### src/hw/rtl/ikcht_pkg.sv
`default_nettype none

package ikcht_pkg;

    // Default sizes of the table.
    localparam int MAX_ENTRIES_DEF = 64;
    localparam int BUCKETS_DEF     = 512;
    localparam int VALUE_BITS_DEF  = 32;

    // Fixed widths of the ports.
    localparam int CMD_W   = 2;
    localparam int KEY_W   = 32;
    localparam int VAL_W   = 32;
    localparam int CNT_W   = 7;
    localparam logic [CNT_W-1:0] LIMIT_RESET = 7'd64;

    // Command codes carried by a word.
    typedef enum logic [1:0] {
        OP_ADD    = 2'd0,
        OP_QUERY  = 2'd1,
        OP_REMOVE = 2'd2,
        OP_NONE   = 2'd3
    } t_op;

    // Result status codes.
    typedef enum logic [1:0] {
        RES_OK   = 2'd0,
        RES_FULL = 2'd1,
        RES_DUP  = 2'd2,
        RES_MISS = 2'd3
    } t_res;

    // Controller states.
    typedef enum logic [3:0] {
        S_CLEAR,
        S_IDLE,
        S_HASH,
        S_MOD,
        S_HEAD,
        S_HEADW,
        S_ENT,
        S_ENTW,
        S_ADD,
        S_REM,
        S_DONE
    } t_state;

    // Commands from the controller to the datapath.
    typedef struct packed {
        logic clr;
        logic load;
        logic hash;
        logic mod;
        logic headw;
        logic entw;
        logic add;
        logic rem;
        logic res_load;
        t_res res_code;
        logic publish;
    } t_cmd;

    // Status from the datapath to the controller.
    typedef struct packed {
        logic clr_last;
        logic pow2;
        logic mod_last;
        t_op  op;
        logic full;
        logic head_nil;
        logic next_nil;
        logic match;
        logic out_busy;
    } t_sts;

    // First half of the key mix.
    function automatic logic [31:0] mix_lo(input logic [31:0] k);
        logic [31:0] t;
        t = k + (k << 12);
        t = t ^ (t >> 22);
        t = t + (t << 4);
        t = t ^ (t >> 9);
        return t;
    endfunction

    // Second half of the key mix.
    function automatic logic [31:0] mix_hi(input logic [31:0] k);
        logic [31:0] t;
        t = k + (k << 10);
        t = t ^ (t >> 2);
        t = t + (t << 7);
        t = t ^ (t >> 12);
        return t;
    endfunction

endpackage

`default_nettype wire

### src/hw/rtl/ikcht_ctrl.sv
`default_nettype none

module ikcht_ctrl
    import ikcht_pkg::*;
(
    input  wire logic i_clk,
    input  wire logic i_rst_n,
    input  wire logic i_in_valid,
    output logic      o_in_ready,
    input  wire t_sts i_sts,
    output t_cmd      o_cmd
);

    t_state r_state, n_state;

    // State register.
    always_ff @(posedge i_clk) begin
        if (!i_rst_n) begin
            r_state <= S_CLEAR;
        end else begin
            r_state <= n_state;
        end
    end

    // Next state and commands.
    always_comb begin
        n_state    = r_state;
        o_cmd      = '0;
        o_cmd.res_code = RES_OK;
        o_in_ready = 1'b0;
        case (r_state)
            S_CLEAR: begin
                o_cmd.clr = 1'b1;
                if (i_sts.clr_last) begin
                    n_state = S_IDLE;
                end
            end
            S_IDLE: begin
                o_in_ready = 1'b1;
                if (i_in_valid) begin
                    o_cmd.load = 1'b1;
                    n_state = S_HASH;
                end
            end
            S_HASH: begin
                o_cmd.hash = 1'b1;
                if (i_sts.op == OP_NONE) begin
                    o_cmd.res_load = 1'b1;
                    n_state = S_DONE;
                end else if (i_sts.op == OP_ADD && i_sts.full) begin
                    o_cmd.res_load = 1'b1;
                    o_cmd.res_code = RES_FULL;
                    n_state = S_DONE;
                end else if (i_sts.pow2) begin
                    n_state = S_HEAD;
                end else begin
                    n_state = S_MOD;
                end
            end
            S_MOD: begin
                o_cmd.mod = 1'b1;
                if (i_sts.mod_last) begin
                    n_state = S_HEAD;
                end
            end
            S_HEAD: begin
                n_state = S_HEADW;
            end
            S_HEADW: begin
                o_cmd.headw = 1'b1;
                if (i_sts.head_nil) begin
                    if (i_sts.op == OP_ADD) begin
                        n_state = S_ADD;
                    end else begin
                        o_cmd.res_load = 1'b1;
                        o_cmd.res_code = RES_MISS;
                        n_state = S_DONE;
                    end
                end else begin
                    n_state = S_ENT;
                end
            end
            S_ENT: begin
                n_state = S_ENTW;
            end
            S_ENTW: begin
                o_cmd.entw = 1'b1;
                if (i_sts.match) begin
                    if (i_sts.op == OP_REMOVE) begin
                        n_state = S_REM;
                    end else begin
                        o_cmd.res_load = 1'b1;
                        o_cmd.res_code = (i_sts.op == OP_ADD) ? RES_DUP : RES_OK;
                        n_state = S_DONE;
                    end
                end else if (i_sts.next_nil) begin
                    if (i_sts.op == OP_ADD) begin
                        n_state = S_ADD;
                    end else begin
                        o_cmd.res_load = 1'b1;
                        o_cmd.res_code = RES_MISS;
                        n_state = S_DONE;
                    end
                end else begin
                    n_state = S_ENT;
                end
            end
            S_ADD: begin
                o_cmd.add      = 1'b1;
                o_cmd.res_load = 1'b1;
                n_state = S_DONE;
            end
            S_REM: begin
                o_cmd.rem      = 1'b1;
                o_cmd.res_load = 1'b1;
                n_state = S_DONE;
            end
            S_DONE: begin
                if (!i_sts.out_busy) begin
                    o_cmd.publish = 1'b1;
                    n_state = S_IDLE;
                end
            end
            default: begin
                n_state = S_CLEAR;
            end
        endcase
    end

endmodule

`default_nettype wire

### config.mk
export PLATFORM = sky130hd
export DESIGN_NAME = ikcht_ctrl
export DESIGN_NICKNAME = d
export VERILOG_FILES = /design/src/hw/rtl/ikcht_pkg.sv /design/src/hw/rtl/ikcht_ctrl.sv
export SDC_FILE = /design/constraint.sdc
export NUM_CORES = 1
export LEC_CHECK = 0
export ABC_AREA = 1
export BUFFER_PORTS_ARGS = -buffer_cell sky130_fd_sc_hd__buf_4
export CAP_MARGIN = 20
export CORE_AREA = 2 2 39 41
export DETAILED_ROUTE_END_ITERATION = 16
export DIE_AREA = 0 0 41 43
export GPL_ROUTABILITY_DRIVEN = 1
export PLACE_DENSITY = 0.78
export SYNTH_ARGS = -nofsm -noshare
export SYNTH_HDL_FRONTEND = slang
export SYNTH_SLANG_ARGS = --single-unit
### constraint.sdc
create_clock -name i_clk -period 1.3 [get_ports i_clk]
set_input_delay 0.065 -clock i_clk [delete_from_list [all_inputs] [get_ports i_clk]]
set_output_delay 0.065 -clock i_clk [all_outputs]
set_load 0.01 [all_outputs]
==> results by group <==
Floorplan
  – Initial Utilization: 36.3%
  – # rows: 14
  – Chip width: 41 um
  – Io pins: 26
  – Die height: 43 um
  – Die ar.: 1760 um2
  – Core footprint: 1380 um2

Final layout
  – Filler Cell Count: 127
  – Regs by FF count: r_state (4)
  – Share of cells above drive strength 1: 45.4%
  – Final #Nets: 156
  – P&R area growth vs syn: 80.3%
  – Antenna Cells: 0
  – Finished Cell Area: 907 um2
  – Reg with most FFs: r_state
  – Final core occ: 65.6%
  – Max reg flops: 4

Synthesis
  – Synth Flop Type: dfxtp_1
  – Synth Register Bits: 4
  – Synth area leaders: nand2_1 (24%), dfxtp_1 (16%), nor2_1 (14%)
  – Post-synthesis sequential area ratio: 15.9%
  – Synth Instances: 101
  – Number of flops mapped to enable cells by yosys: 0
  – Warnings, synthesis: 0
  – Synth cell count leaders: nand2_1 (32), nor2_1 (19), inv_1 (14), nand3_1 (7)
  – Synthesized area: 503 um2
  – Most common cell in the netlist: nand2_1
  – Syn_area_per_cell: 4.98 um2
  – Area leader, netlist: nand2_1
  – Top cell type's share of synthesized area: 23.9%
  – Yosys cell types: 17
  – Synth async-reset ratio: 0%
  – Syn Nets: 114

Job
  – Max Cap Viol: 0

Place
  – I/O Buffers: 25
  – Post-DP HPWL: 1250 um
  – GP Congestion: 0.884
  – Setup Slack @ Placement: -24.4 ps
  – Post-DP Area: 718 um2

Setup path
  – Top delay family on crit path: flip-flops
  – Worst-path maximum fanout: 4
  – Critical-path top delay cell: dfxtp_2
  – Largest stage delay on the critical path: 330 ps
  – CP endpoint kind: primary output
  – Crit path cell chain: inv_4 -> nand4_1 -> a21oi_2 -> o211ai_1 -> nand4_1 -> buf_4
  – Crit start category: flip-flop
  – Worst EP arrival: 1370 ps
  – Worst EP required: 1240 ps
  – Most used cell along the critical path: nand4_1
  – CP Class: flip-flop to primary output
  – Worst Path Buf+Inv: 2

Min path
  – Hold Crit Class: primary input to flip-flop

Pwr
  – Tot Pwr: 1.27 mW
  – Leakage: 0.494 nW
  – Pwr dens: 1400 nW/um2
  – Maximum vdd ir drop: 0.000851 V

Global routing
  – Vias in the first global route: 750
  – Initial antenna violation count: 0
  – Total GRT Usage: 22.0%
  – Global-route wire length before repair: 2640 um
  – Largest net degree at the start of global routing: 7
  – Congestion Overflow GR: 0

Route
  – Initial DRC count: 21
  – Via count: 801
  – DR vias/cell: 5.10
  – DRC: 0
  – Drt pass-1 iters: 6
  – Wirelength, routed: 1950 um
  – Detail Route Antenna Nets: 0
  – WL per Instance: 12.4 um

STA
  – Fin Setup TNS: -378 ps
  – Fin crit share: 111%
  – Max Slew Vio Count: 0
  – Final Hold Viols: 0
  – Slew @ Worst Pin: 272 ps
  – Unrepaired setup endpoints after global routing: yes
  – F_max: 0.695 GHz
  – Min Tclk post-route: 1440 ps
  – Setup WS post-layout: -138 ps
  – Headroom to the max-slew limit: 81.8%
  – Setup-failing EPs final: 5
  – Worst-case clock skew: 0.900 ps

Clock network
  – Clk_lat worst skew: 230 ps
  – Clock Root Buffer: clkbuf_4
  – CTS tree: done
  – Clock sinks: 4
  – Total clock buffers created by CTS: 3
  – Clk slew on worst S/H paths: 30 ps
  – Depth of the CTS H-tree: 1
  – Maximum root-to-sink buffer count: 2

Status
  – Violated checks: negative setup slack
  – Status: complete, but fails checks
-- layout make-up --
cell class / count / area (um2) / share of cell area [%]
Clock buffer: 3 / 22.5 / 2.48
Sequential cell: 4 / 92.6 / 10.2
Timing Repair Buffer: 37 / 278 / 30.6
Inverter: 17 / 71.3 / 7.86
Multi-Input combinational cell: 80 / 423 / 46.6
Tap cell: 16 / 20.0 / 2.21
-- layer usage --
layer / part of all wire (%) / vias up / GRT usage [%]
met5: 0 / - / 0
met4: 4.1 / 0 / 18.0
met3: 5.4 / 10 / 3.14
met2: 54 / 35 / 40.6
met1: 36 / 357 / 18.0
li1: - / 399 / -
-- where the power goes --
| part | switching (mW) | internal (mW) | leakage (nW) |
|---|---|---|---|
| combinational | 0.493 | 0.378 | 0.445 |
| sequential | 0.0729 | 0.176 | 0.0353 |
| clock | 0.0444 | 0.103 | 0.0138 |
| total | 0.611 | 0.657 | 0.494 |
-- final timing paths --
check        slack (ps)                    start                       to  depth (start not counted)
max                -140  r_state[3]$_SDFFE_PN0P_                 o_cmd[3]                          6
min                  90                  i_rst_n  r_state[2]$_SDFFE_PN0P_                          3
max reg2reg         -30  r_state[3]$_SDFFE_PN0P_  r_state[2]$_SDFFE_PN0P_                          9
min reg2reg         550  r_state[0]$_SDFFE_PN0P_  r_state[0]$_SDFFE_PN0P_                          2
-- worst register-to-register path: stages, from the launching register on --
cell     delay (ps)
dfxtp_2         330
inv_4            70
nand4_1         170
buf_4           180
buf_4           130
o21ai_2         110
nor2_1           50
nand3_1          80
nand2_1          60
nor2_1           90
-- placed cells by master, fill, tap and decap left out --
cell	count
inv_1	13
dfxtp_4	3
nand4_1	3
nand2_1	29
nor3_4	1
a21oi_2	1
o21ai_2	2
nand3b_1	2
nor2_4	2
nand2_4	2
o211ai_1	1
or2_1	1
inv_6	1
o21ai_0	2
inv_4	1
a21oi_1	3
nor3_2	1
o21ai_1	1
buf_4	37
nor2_2	5
nor2_1	14
nand2_2	2
inv_2	2
dfxtp_2	1
nand3_1	7
o31ai_1	1
clkbuf_4	3
-- cell families (layout without fill, tap and decap cells) --
group | after synthesis | count (layout) | share of synthesized area [%]
AOI/OAI and AO/OA | 11 | 11 | 12.7
DFF | 4 | 4 | 15.9
and+or+nand+nor | 69 | 69 | 58.7
buffers and inverters | 17 | 57 | 12.7
-- repair_timing --
item / 4_1_cts / 5_1_grt
setup buffers: 8 / 3
pin swaps: 5 / 3
endpoints found under the hold margin: 0 / 0
gates resized for setup: 15 / 15
hold buffers: 0 / 0
endpoints found under the setup margin: 7 / 12
-- through the flow --
step / hold WS, ps / cells
5_1_grt: 130 / 157
4_1_cts: 103 / 154
6_report: 89.3 / 157
3_3_place_gp: 324 / 143
2_1_floorplan: 178 / 101
3_5_place_dp: 350 / 143
No activity file was read; power rests on OpenSTA's default activity.
